[src/design/ctlmc_pkg.sv]
`default_nettype none

package ctlmc_pkg;

  localparam int unsigned ADDR_W        = 32;
  localparam int unsigned TAG_W         = 32;
  localparam int unsigned CNT_W         = 32;
  localparam int unsigned WAY_OUT_W     = 3;
  localparam int unsigned LFSR_W        = 16;
  localparam logic [LFSR_W-1:0] LFSR_SEED = 16'hACE1;

  // The victim remainder is worked out four LFSR bits per step.
  localparam int unsigned MOD_STEP_BITS = 4;
  localparam int unsigned MOD_STEPS     = LFSR_W / MOD_STEP_BITS;

  localparam int unsigned QUEUE_DEPTH   = 2;

  localparam int unsigned CFG_INDEX_W   = 2;
  localparam int unsigned CFG_DATA_W    = 5;

  typedef enum logic [CFG_INDEX_W-1:0] {
    REG_OFFSET_BITS = 2'd0,
    REG_INDEX_BITS  = 2'd1,
    REG_WAYS_IN_USE = 2'd2
  } reg_index_t;

  localparam logic [4:0] OFFSET_BITS_RESET = 5'd2;
  localparam logic [3:0] INDEX_BITS_RESET  = 4'd6;
  localparam logic [3:0] WAYS_RESET        = 4'd1;

  typedef struct packed {
    logic [4:0] offset_bits;
    logic [3:0] index_bits;
    logic [3:0] ways_in_use;
  } cfg_t;

  typedef enum logic [1:0] {
    OUT_HIT        = 2'd0,
    OUT_COMPULSORY = 2'd1,
    OUT_CAPACITY   = 2'd2,
    OUT_CONFLICT   = 2'd3
  } outcome_t;

  typedef enum logic [1:0] {
    BK_IDLE,
    BK_EVAL,
    BK_MOD,
    BK_REPL
  } back_state_t;

  function automatic logic [3:0] clamp_index_bits(input logic [3:0] ib,
                                                  input logic [3:0] max_ib);
    return (ib > max_ib) ? max_ib : ib;
  endfunction

  function automatic logic [CNT_W-1:0] sat_inc(input logic [CNT_W-1:0] v);
    return (v == {CNT_W{1'b1}}) ? v : v + CNT_W'(1);
  endfunction

  // Taps x^16 + x^14 + x^13 + x^11, shifting right.
  function automatic logic [LFSR_W-1:0] lfsr_next(input logic [LFSR_W-1:0] l);
    logic fb;
    fb = l[0] ^ l[2] ^ l[3] ^ l[5];
    return {fb, l[LFSR_W-1:1]};
  endfunction

endpackage

`default_nettype wire

[src/design/ctlmc_front.sv]
`default_nettype none

module ctlmc_front #(
  parameter int unsigned MAX_SETS = 256
) (
  input  wire logic                          start,
  input  wire logic [ctlmc_pkg::ADDR_W-1:0]  address,
  input  wire ctlmc_pkg::cfg_t               cfg,
  input  wire logic                          q_full,
  output logic                               busy,
  output logic                               push,
  output logic [((MAX_SETS > 1) ? $clog2(MAX_SETS) : 1)-1:0] set_idx,
  output logic [ctlmc_pkg::TAG_W-1:0]        tag
);

  localparam int unsigned SET_W  = (MAX_SETS > 1) ? $clog2(MAX_SETS) : 1;
  localparam logic [3:0]  MAX_IB = 4'($clog2(MAX_SETS + 1) - 1);

  logic [3:0]                     ib;
  logic [ctlmc_pkg::ADDR_W-1:0]   shifted;
  logic [SET_W-1:0]               set_mask;

  assign busy = q_full;
  assign push = start && !q_full;

  // Dropping the offset first and then the index gives the tag without
  // ever shifting by more than the word width.
  always_comb begin
    ib       = ctlmc_pkg::clamp_index_bits(cfg.index_bits, MAX_IB);
    shifted  = address >> cfg.offset_bits;
    set_mask = ~({SET_W{1'b1}} << ib);
    set_idx  = shifted[SET_W-1:0] & set_mask;
    tag      = ctlmc_pkg::TAG_W'(shifted >> ib);
  end

endmodule

`default_nettype wire

[config.mk]
export PLATFORM = sky130hd
export DESIGN_NAME = ctlmc_front
export DESIGN_NICKNAME = d
export VERILOG_FILES = /design/src/design/ctlmc_pkg.sv /design/src/design/ctlmc_front.sv
export SDC_FILE = /design/constraint.sdc
export NUM_CORES = 1
export LEC_CHECK = 0
export ABC_AREA = 1
export BUFFER_PORTS_ARGS = -buffer_cell sky130_fd_sc_hd__buf_2
export CAP_MARGIN = 5
export CORE_ASPECT_RATIO = 1.2
export CORE_MARGIN = 2
export CORE_UTILIZATION = 50
export DETAILED_ROUTE_END_ITERATION = 8
export MAX_ROUTING_LAYER = met4
export PLACE_DENSITY = 0.79
export SLEW_MARGIN = 15
export SYNTH_ARGS = -nofsm -noshare
export SYNTH_HDL_FRONTEND = slang
export SYNTH_SLANG_ARGS = --single-unit
export TNS_END_PERCENT = 20
[constraint.sdc]
create_clock -name vclk -period 4.39
set_clock_uncertainty 0.2 [all_clocks]
set_input_delay 0.878 -clock vclk [all_inputs]
set_output_delay 0.878 -clock vclk [all_outputs]
set_load 0.03 [all_outputs]
=== After elaboration in Yosys (flattened, before gate mapping) ===
Cells that the tools add are included.

* Register bits: 0
* Logic and storage cells: 9
* Output and inout bits: 42

* Reduce and logical (&&, ||, !) cells: 2
* $lt $le $gt $ge: 1
* Bitwise logic cells: 2
* Shift-type cells: 3
* Multiplexer cells: 1

{| class="wikitable"
|+ Operator list
! operator !! count
|-
| 32-bit by 4-bit right shift with 32-bit output || 1
|-
| 32-bit by 5-bit right shift with 32-bit output || 1
|-
| 8-bit bitwise AND || 1
|-
| 8-bit inverter || 1
|-
| 8-bit by 4-bit left shift with 8-bit output, first input constant || 1
|-
| 4-bit > comparator, second input constant || 1
|-
| 4-bit two-way mux || 1
|-
| 1-bit logical AND || 1
|-
| 1-bit logical NOT || 1
|}

=== Logic depth before layout (Yosys ltp) ===
* Depth after elaboration: 5
* Depth in mapped cells: 15

=== Least setup slack after synthesis ===
OpenSTA, ideal clock, no wires.

* Kind: input-to-output
* Start: input port cfg[9] (netlist bit)
* End: output port tag[26] (netlist bit)
* Arrival time: 2.518 ns
* Data required time: 3.312 ns
* Slack: 0.794 ns
* Cell stages on the path: 10
* Cells stage by stage: buf_4 > buf_6 > nor2_2 > nand2_1 > nor2_1 > nand2_1 > nand2_1 > o21a_1 > inv_1 > o31ai_1

* Cells in the longest elaborated chain, start to end: 2

{| class="wikitable"
|+ Ends and longest elaborated chain
! what !! RTL line !! source
|-
| start, declared || ctlmc_front.sv:8 || <nowiki>input wire ctlmc_pkg::cfg_t cfg,</nowiki>
|-
| 32-bit by 5-bit right shift with 32-bit output || ctlmc_front.sv:30 || <nowiki>shifted = address >> cfg.offset_bits;</nowiki>
|-
| 32-bit by 4-bit right shift with 32-bit output || ctlmc_front.sv:33 || <nowiki>tag = ctlmc_pkg::TAG_W'(shifted >> ib);</nowiki>
|-
| end, declared || ctlmc_front.sv:13 || <nowiki>output logic [ctlmc_pkg::TAG_W-1:0] tag</nowiki>
|}

Every way passes these cells.

=== Worst setup path in the final report ===
* Start: input port cfg[11] (netlist bit)
* End: output port tag[1] (netlist bit)

The elaborated chain is that of the path after synthesis.

==> run_results.csv <==
group,metric,value,unit
logic_synthesis,seq_area_frac_synth,0,
floorplan,core,6446,sq um
finish,clkbuf_count,0,
placement,gp_congestion,1.015,
worst_setup_path,end_kind,"primary output",
sta,fmax,256.0,MHz
routing,drc,0,
worst_setup_path,slowest_stage,"clkinv_1",
finish,layout.nets,773,
clocking,cts_setup_buffers,0,
floorplan,dieArea,7375,sq um
logic_synthesis,synth_fp_nets,722,
routing,via_per_inst,6.137,
logic_synthesis,synth_area_per_cell,4.964,sq um
sta,setup_viol_count_final,0,
worst_setup_path,slowest_delay,0.56,ns
finish,drive_above_1_share,0.2155,
finish,multi_input_area,2925,sq um
logic_synthesis,synth-xor-area-share,0,
logic_synthesis,muxShareOfSynthArea,0,
finish,final_cell_mix,"nand3_1, nand2_1, buf_2",
power_and_ir_drop,powerDensity,151.6,nW/um^2
placement,numPortBuffers,85,
worst_setup_path,path_max_fanout,26,
sta,relSlewSlack,0.5098,
global_route,antenna_found_initial,0,
routing,routed_wl,11710,um
worst_hold_path,hold_class,"primary input to primary output",
global_route,grt_pass1_vias,4093,
finish,n_antenna_cell,0,
worst_setup_path,crit_path_frequent_cell,"nand3_1",
worst_setup_path,worst-setup-path-type,"primary input to primary output",
logic_synthesis,synthCells,675,
sta,min_period,3.907,ns
finish,postLayoutCoreUtil,0.5712,
global_route,grt_pass1_wl,18660,um
global_route,track_usage,0.3121,
logic_synthesis,synthSimpleGateAreaFrac,0.8223,
logic_synthesis,synth_area,3351,sq um
power_and_ir_drop,p_leak,1.947,nW
routing,drt-wirelength-per-cell,14.47,um
worst_setup_path,crit_arrival,2.83,ns
finish,nFillCells,713,
finish,nFlopsAndLatches,0,
placement,place_hpwl,9306,um
sta,final.setup.tns,0,ns
worst_setup_path,worstPathCellList,"buf_2 -> clkinv_1 -> nand3_1 -> nand3_1 -> nand2_1 -> nand2_1 -> nand3_1 -> nand3_1 -> nand3_1 -> buf_2",
sta,worst_hold_slack,1.822,ns
sta,grt_setup_unrepaired,"no",
routing,dr.pass1.iters,7,
floorplan,die_x,78.73,um
routing,ant_nets,0,
finish,fin_cells,809,
worst_setup_path,startpoint_type,"primary input",
global_route,grt-ovfl-total,0,
clocking,hold_buffers,0,
finish,areaGrowthSynthToFinish,9.895,%
flow_run,maxCapViolCount,0,
sta,tightest_slew,0.7308,ns
clocking,cts_resized,0,
floorplan,pin_count,89,
finish,final_common_cell,"nand3_1",
sta,hold_viol,0,
power_and_ir_drop,ir_drop,104.0,uV
routing,drt_iter0_drc,540,
finish,seqCellArea,0,sq um
run_status,status,"finished, final reports clean",
floorplan,initial_utilization,0.5198,
logic_synthesis,synth_compound_area_frac,0.05004,
routing,route.vias.total,4965,
logic_synthesis,yosysWarnings,0,
sta,drv_slew,0,
global_route,grt_max_degree,36,
logic_synthesis,ys_types,34,
sta,fin_crit_sh,0.8899,
logic_synthesis,synth_top_family_by_area,"simple AND/OR/NAND/NOR gates",
floorplan,die_h,93.68,um
floorplan,num_rows,32,
placement,place_inst,809,
worst_setup_path,cp.required,3.31,ns
logic_synthesis,synth_fa_ha_area_frac,0,
-- power breakdown --
group	total, mW	internal [mW]	switching, mW
clock network	0	0	0
logic	0.558	0.169	0.390
registers	0	0	0
-- critical path: cells and delay by family --
kind,cells,cell delay (ns)
simple gates,7,1.09
buf+inv,3,0.85
-- layout make-up --
type                            instances  share of cell area
Timing Repair Buffer                  102              0.1502
Multi-Input combinational cell        598              0.7944
Tap cell                               85             0.02888
Inverter                               24             0.02650
-- worst paths after layout --
check / depth (start not counted) / end / from / slack [ns]
max: 10 / tag[1] / cfg[11] / 0.48
min: 2 / busy / q_full / 1.82
-- metal layers --
layer	global-route usage	share of wire
met4	0.09649	0.040
met3	0.01442	0.081
met1	0.4064	0.41
met2	0.5221	0.46
met5	-	0
-- cells in the mapped netlist (all sizes together) --
master	number	share of area
nand3	325	0.52
nand2	209	0.25
buf	46	0.091
nor2	24	0.030
inv	23	0.028
o21ai	10	0.018
a21oi	7	0.012
clkbuf	7	0.0078
nand4	6	0.011
nor3	6	0.013
o211ai	3	0.0082
o21a	2	0.0045
or2	2	0.0037
a221oi	1	0.0026
and2	1	0.0019
clkinv	1	0.0011
o31ai	1	0.0022
o32ai	1	0.0026
-- stage by stage --
stage / worst slack, ns / total power, mW / instance area [sq um]
3_5_place_dp: 0.5657 / 0.5484 / 3682
3_3_place_gp: 0.5697 / 0.5405 / 3682
6_report: 0.4834 / 0.5583 / 3682
2_1_floorplan: 0.7937 / 0.4221 / 3351
4_1_cts: 0.5555 / 0.5505 / 3682
5_1_grt: 0.2932 / 0.6117 / 3682
-- kinds of logic after synthesis --
family                 after synthesis
and+or+nand+nor                    573
buffers and inverters               77
AOI/OAI and AO/OA                   25
No activity file was read; power rests on OpenSTA's default activity.
