==> config.mk <==
export PLATFORM = sky130hd
export DESIGN_NAME = ctlmc_queue
export DESIGN_NICKNAME = d
export VERILOG_FILES = /design/src/design/ctlmc_pkg.sv /design/src/design/ctlmc_queue.sv
export SDC_FILE = /design/constraint.sdc
export NUM_CORES = 1
export LEC_CHECK = 0
export BUFFER_PORTS_ARGS = -buffer_cell sky130_fd_sc_hd__clkbuf_2
export CAP_MARGIN = 20
export CORE_MARGIN = 8
export CORE_UTILIZATION = 46
export DETAILED_ROUTE_END_ITERATION = 10
export PLACE_DENSITY_LB_ADDON = 0.05
export SLEW_MARGIN = 20
export SYNTH_ARGS = -nofsm -noshare
export SYNTH_HDL_FRONTEND = slang
export SYNTH_SLANG_ARGS = --single-unit
==> constraint.sdc <==
create_clock -name clk -period 2.2 [get_ports clk]
set_clock_uncertainty 0.05 [all_clocks]
set_input_delay 0 -clock clk [delete_from_list [all_inputs] [get_ports clk]]
set_output_delay 0 -clock clk [all_outputs]
set_load 0.01 [all_outputs]
==> src/design/ctlmc_pkg.sv <==
`default_nettype none

package ctlmc_pkg;

  localparam int unsigned ADDR_W        = 32;
  localparam int unsigned TAG_W         = 32;
  localparam int unsigned CNT_W         = 32;
  localparam int unsigned WAY_OUT_W     = 3;
  localparam int unsigned LFSR_W        = 16;
  localparam logic [LFSR_W-1:0] LFSR_SEED = 16'hACE1;

  // The victim remainder is worked out four LFSR bits per step.
  localparam int unsigned MOD_STEP_BITS = 4;
  localparam int unsigned MOD_STEPS     = LFSR_W / MOD_STEP_BITS;

  localparam int unsigned QUEUE_DEPTH   = 2;

  localparam int unsigned CFG_INDEX_W   = 2;
  localparam int unsigned CFG_DATA_W    = 5;

  typedef enum logic [CFG_INDEX_W-1:0] {
    REG_OFFSET_BITS = 2'd0,
    REG_INDEX_BITS  = 2'd1,
    REG_WAYS_IN_USE = 2'd2
  } reg_index_t;

  localparam logic [4:0] OFFSET_BITS_RESET = 5'd2;
  localparam logic [3:0] INDEX_BITS_RESET  = 4'd6;
  localparam logic [3:0] WAYS_RESET        = 4'd1;

  typedef struct packed {
    logic [4:0] offset_bits;
    logic [3:0] index_bits;
    logic [3:0] ways_in_use;
  } cfg_t;

  typedef enum logic [1:0] {
    OUT_HIT        = 2'd0,
    OUT_COMPULSORY = 2'd1,
    OUT_CAPACITY   = 2'd2,
    OUT_CONFLICT   = 2'd3
  } outcome_t;

  typedef enum logic [1:0] {
    BK_IDLE,
    BK_EVAL,
    BK_MOD,
    BK_REPL
  } back_state_t;

  function automatic logic [3:0] clamp_index_bits(input logic [3:0] ib,
                                                  input logic [3:0] max_ib);
    return (ib > max_ib) ? max_ib : ib;
  endfunction

  function automatic logic [CNT_W-1:0] sat_inc(input logic [CNT_W-1:0] v);
    return (v == {CNT_W{1'b1}}) ? v : v + CNT_W'(1);
  endfunction

  // Taps x^16 + x^14 + x^13 + x^11, shifting right.
  function automatic logic [LFSR_W-1:0] lfsr_next(input logic [LFSR_W-1:0] l);
    logic fb;
    fb = l[0] ^ l[2] ^ l[3] ^ l[5];
    return {fb, l[LFSR_W-1:1]};
  endfunction

endpackage

`default_nettype wire

==> src/design/ctlmc_queue.sv <==
`default_nettype none

module ctlmc_queue #(
  parameter int unsigned WIDTH = 40
) (
  input  wire logic             clk,
  input  wire logic             rst,
  input  wire logic             push,
  input  wire logic [WIDTH-1:0] din,
  input  wire logic             pop,
  output logic                  full,
  output logic                  empty,
  output logic [WIDTH-1:0]      dout
);

  localparam int unsigned DEPTH   = ctlmc_pkg::QUEUE_DEPTH;
  localparam int unsigned PTR_W   = (DEPTH > 1) ? $clog2(DEPTH) : 1;
  localparam int unsigned COUNT_W = $clog2(DEPTH + 1);

  logic [WIDTH-1:0]   entries [DEPTH];
  logic [PTR_W-1:0]   wr_ptr;
  logic [PTR_W-1:0]   rd_ptr;
  logic [COUNT_W-1:0] count;

  assign full  = (count == COUNT_W'(DEPTH));
  assign empty = (count == '0);
  assign dout  = entries[rd_ptr];

  always_ff @(posedge clk) begin
    if (rst) begin
      wr_ptr <= '0;
      rd_ptr <= '0;
      count  <= '0;
    end else begin
      if (push && !full) begin
        wr_ptr <= wr_ptr + PTR_W'(1);
      end
      if (pop && !empty) begin
        rd_ptr <= rd_ptr + PTR_W'(1);
      end
      if ((push && !full) && !(pop && !empty)) begin
        count <= count + COUNT_W'(1);
      end else if (!(push && !full) && (pop && !empty)) begin
        count <= count - COUNT_W'(1);
      end
    end
  end

  always_ff @(posedge clk) begin
    if (push && !full) begin
      entries[wr_ptr] <= din;
    end
  end

endmodule

`default_nettype wire

# [Word level (Yosys, flattened, before mapping)]
# Memory sizes are Yosys's and may differ from the RTL's. A register that Yosys moved wholly into a read port is not among the register bits.
# Cells that the tools add are included.
[word_totals] latchBits=0 mem_bits_ro=0 ramBits=80 regBits=4 n_memories=1
[memory_table] name="entries" depth=2 word_bits=40 rd=1 rd_ports_with_merged_regs=1 write_ports=1 line_no="ctlmc_queue.sv:20" rtl="logic [WIDTH-1:0] entries [DEPTH];"
[op_classes] muxes=6 reduce_logical=10 bitwise=0 n_shift=0 magnitude_cmp=0 div_mod_pow=0 n_eq_ne=1 add_sub_neg=4 n_mul=0
[op_table] op="1-bit logical AND" count=4
[op_table] op="1-bit zero test" count=4
[op_table] op="1-bit 2-to-1 mux" count=4
[op_table] op="2-bit 2-to-1 mux" count=2
[op_table] op="1-bit adder (second input constant)" count=2
[op_table] op="2-bit by 1-bit adder with 2-bit output (second input constant)" count=1
[op_table] op="2-bit equality test (second input constant)" count=1
[op_table] op="2-bit zero test" count=1
[op_table] op="2-bit nonzero test" count=1
[op_table] op="2-bit by 1-bit subtractor with 2-bit output (second input constant)" count=1

# [Longest topological paths before layout]
[logic_depth] word_depth=7 depth_mapped=6 depth_no_buf=6

# [Least setup slack after synthesis]
# OpenSTA, ideal clock, no wires.
[synth_path] kind="register to register" startpoint="register count[1]" endpoint="memory entries[0][0] (enable)" stages_incl_launch_ff=4 path_buffers=0 t_arrival_ns=1.617 setup_slack_ns=0.138 setup_time_ns=0.394 period_less_slack_ns=2.062 t_required_ns=1.756 path_cell_list="dfxtp_1 nor2b_2 or3_1 inv_1"
[synth_via] elab_chain_len=5
[synth_lines] element="start: declaration" line_no="ctlmc_queue.sv:23" rtl="logic [COUNT_W-1:0] count;"
[synth_lines] element="start signal: assignment" line_no="ctlmc_queue.sv:42" rtl="count <= count + COUNT_W'(1);"
[synth_lines] element="start signal: assignment" line_no="ctlmc_queue.sv:44" rtl="count <= count - COUNT_W'(1);"
[synth_lines] element="2-bit equality test" line_no="ctlmc_queue.sv:25" rtl="assign full = (count == COUNT_W'(DEPTH));"
[synth_lines] element="net full" line_no="ctlmc_queue.sv:11" rtl="output logic full,"
[synth_lines] element="1-bit zero test" line_no="ctlmc_queue.sv:50" rtl="if (push && !full) begin"
[synth_lines] element="1-bit logical AND" line_no="ctlmc_queue.sv:50"
[synth_lines] element="1-bit 2-to-1 mux" line_no="ctlmc_queue.sv:50"
[synth_lines] element="1-bit 2-to-1 mux (not written as such)" line_no="ctlmc_queue.sv:51" rtl="entries[wr_ptr] <= din;"
[synth_lines] element="end: declaration" line_no="ctlmc_queue.sv:20"
# The timed path passes the listed nets, and every way through them passes these cells.

# [Worst setup path in the final report]
[layout_path] startpoint="register count[0]" endpoint="register count[1]"
[layout_via] elab_chain_len=6 word_cells_on_any_way=15 cone_classes="add/sub (2); eq/ne (1); mux (2); reduce/logical (10)"
[layout_lines] element="2-bit equality test or 2-bit zero test (tied branches)" line_no="ctlmc_queue.sv:25, ctlmc_queue.sv:26"
[layout_lines] element="1-bit zero test" line_no="ctlmc_queue.sv:41, ctlmc_queue.sv:43"
[layout_lines] element="1-bit logical AND" line_no="ctlmc_queue.sv:41, ctlmc_queue.sv:43"
[layout_lines] element="1-bit zero test, on equally long branches" line_no="ctlmc_queue.sv:43, ctlmc_queue.sv:41"
[layout_lines] element="1-bit logical AND, on equally long branches" line_no="ctlmc_queue.sv:43, ctlmc_queue.sv:41"
[layout_lines] element="2-bit nonzero test (no line) or 2-bit 2-to-1 mux (tied branches)"
# Parallel ways exist; a longest one is shown, timed or not. The select of a mux whose other input is x is not followed.
# A chain may end at the register's enable or synchronous reset.

==> results.toml <==
[yosys]
yosysWarnings = 0
synth_cell_types = 13
synth_compound_area_frac = 0.00810
yosys.area.top_type_share = 0.777
syn_nets = 194
ys_ff_latch = 85
ys_seq_area_frac = 0.810
synth_adder_area_share = 0.00405
muxShareOfSynthArea = 0.146
synthTopCellsByArea = "edfxtp_1 78%, mux2_2 15%, dfxtp_1 3.2%"
synth.cell_area_sq_um = 3090
synth_top_family_by_area = "multiplexers"
synthSimpleGateAreaFrac = 0.0150
synth_area_leader_cell = "edfxtp_1"
synth_area_per_cell_sq_um = 20.7
synth-xor-area-share = 0.00850
synth_cells = 149

[clocking]
cts_sinks = 85
clk_pin_slew_worst_paths_ps = 70
clock_latency_ps = 320
postCtsHoldBufs = 42
htreeDepth = 3
cts_resized = 0
tritoncts = "yes"
root_buffer = "clkbuf_8"
ctsLongestPathBuffers = 2
cts_buffers = 9
cts_setup_buffers = 0

[route]
wl_met2_um = 3180
ant_nets = 0
wl_met1_um = 2320
dr.pass1.iters = 4
wl_met3_um = 367
wl_um = 5910
top_layer = "met4"
vias_per_cell = 4.73
drc = 0
num_vias = 1756
drtIter0Drc = 46
wl_per_cell_um = 15.9

[setup_path]
arrival_ps = 1880
crit_path_start_kind = "register"
crit_type = "register to register"
r2r-start = "count[0]$_SDFFE_PP0P_"
ff2ff_setup_slack_ps = 520
r2r_end = "count[1]$_SDFFE_PP0P_"
cp_max_fo = 5
r2r_cells = 4
required_ps = 2400
end_kind = "register"

[pwr]
comb_power_share = 0.290
internal-power_mw = 2.99
p_clk_frac = 0.204
power_frac_seq = 0.506
switching_share = 0.279
peakVddDrop_mv = 0.608
p_per_area_nw_per_um2 = 987
switching_power_mw = 1.16
p_leak_nw = 1.62

[cells_and_area]
n_antenna_cell = 0
final_cell_mix = "85 x clkbuf_2, 80 x edfxtp_1, 42 x dlygate4sd3_1"
drive_gt1_frac = 0.498
final_common_cell = "clkbuf_2"
area_growth_pct = 36.0
nets = 333

[timing]
period_share = 0.764
fmax_mhz = 595
post-route-min-period_ps = 1680
finalHoldViolations = 0
rsz0062_at_grt = "false"
maxSlewHeadroom = 0.660
setup_violations = 0
setup_slack_ps = 519
final-max-slew-violation-count = 0
worstMarginPinSlew_ps = 510
tns_ps = 0

[min_path]
min-delay-path-class = "input port to register"
min_path_cells = 4
hp-start = "pop"

[floorplanning]
start_util = 0.465
fp.dieH_um = 98.0
pin_count = 86
die_x_um = 98.0
num_rows = 30
die-area_sq_um = 9600
core_region_area_sq_um = 6640

[global_route]
grt_pass1_vias = 1997
grt_first_pass_wirelength_um = 9630
grt_max_degree = 41
overflow = 0
antenna_found_initial = 0
grtUsageTotal = 0.130

[flow_run]
cap_violations = 0

[place]
dp_worst_setup_slack_ps = 525
place.gp.congestion = 0.745
portBuffers = 85

[outcome]
status = "completed"
[metrics by stage]
step	instances	power (mW)	utilization	instance area [sq um]	hold WS (ps)
after CTS	371	4.21	0.632	4200	48.3
after floorplan	149	2.84	-	3090	19.1
final	371	4.15	0.632	4200	66.6
after detailed placement	315	3.30	0.547	3640	146
after global placement	315	3.24	0.547	3640	140
after global routing	371	4.38	0.632	4200	86.0
[synth_stat cells]
library cell / n
ha_1: 1
or3_1: 2
and2_1: 1
o21ai_0: 3
buf_2: 4
nor2b_2: 1
edfxtp_1: 80
inv_1: 2
a21oi_1: 2
nor2_1: 5
dfxtp_1: 5
mux2_2: 40
xor2_1: 3
[metal layers]
metal | GRT usage | vias to the layer above
met4 | 0.0432 | 0
met5 | 0 | -
li1 | - | 851
met2 | 0.227 | 53
met1 | 0.139 | 848
met3 | 0.0533 | 4
[critical path: stages, from the launching register on]
cell	delay, ps
dfxtp_1	370
o21ai_0	320
ha_1	330
or3_1	360
a21oi_1	170
[cells by family after synthesis]
kind of cell,after synthesis
compound gates,5
xor+xnor,3
buf+inv,6
simple gates,9
mux,40
flops,85
fa+ha+maj,1
[worst max-delay path by stage]
stage / startpoint / to / slack [ps] / depth (start not counted)
finish: count[0]$_SDFFE_PP0P_ / count[1]$_SDFFE_PP0P_ / 520 / 4
global route: count[0]$_SDFFE_PP0P_ / count[1]$_SDFFE_PP0P_ / 410 / 4
CTS: register / dout[19] / 480 / 3
detailed placement: count[0]$_SDFFE_PP0P_ / count[1]$_SDFFE_PP0P_ / 530 / 4
global placement: count[1]$_SDFFE_PP0P_ / entries[0][11]$_DFFE_PP_ / 640 / 4
floorplan: count[1]$_SDFFE_PP0P_ / entries[0][0]$_DFFE_PP_ / 140 / 3
[flip-flops by register name, summed over array words and instances (netlist names), named ones only]
name,cells
rd_ptr,1
wr_ptr,1
count,2
entries,80
[power by group through the flow]
stage               Combinational (mW)  Sequential (mW)  Clock (mW)
finish                            1.20             2.10       0.846
detailed placement                1.16             2.14           0
global placement                  1.12             2.12           0
global route                      1.31             2.12       0.954
floorplan                        0.714             2.12           0
CTS                               1.23             2.10       0.877
[area by class of cell]
type / instances / area [sq um]
repair buffers: 132 / 883
fillers: 485 / 2440
well taps: 80 / 100
clock inverters: 4 / 17.5
clock buffers: 10 / 128
multi-input cells: 58 / 562
inverters: 2 / 7.51
flip-flops and latches: 85 / 2500
Note: power is estimated with default switching activity, not from simulation.
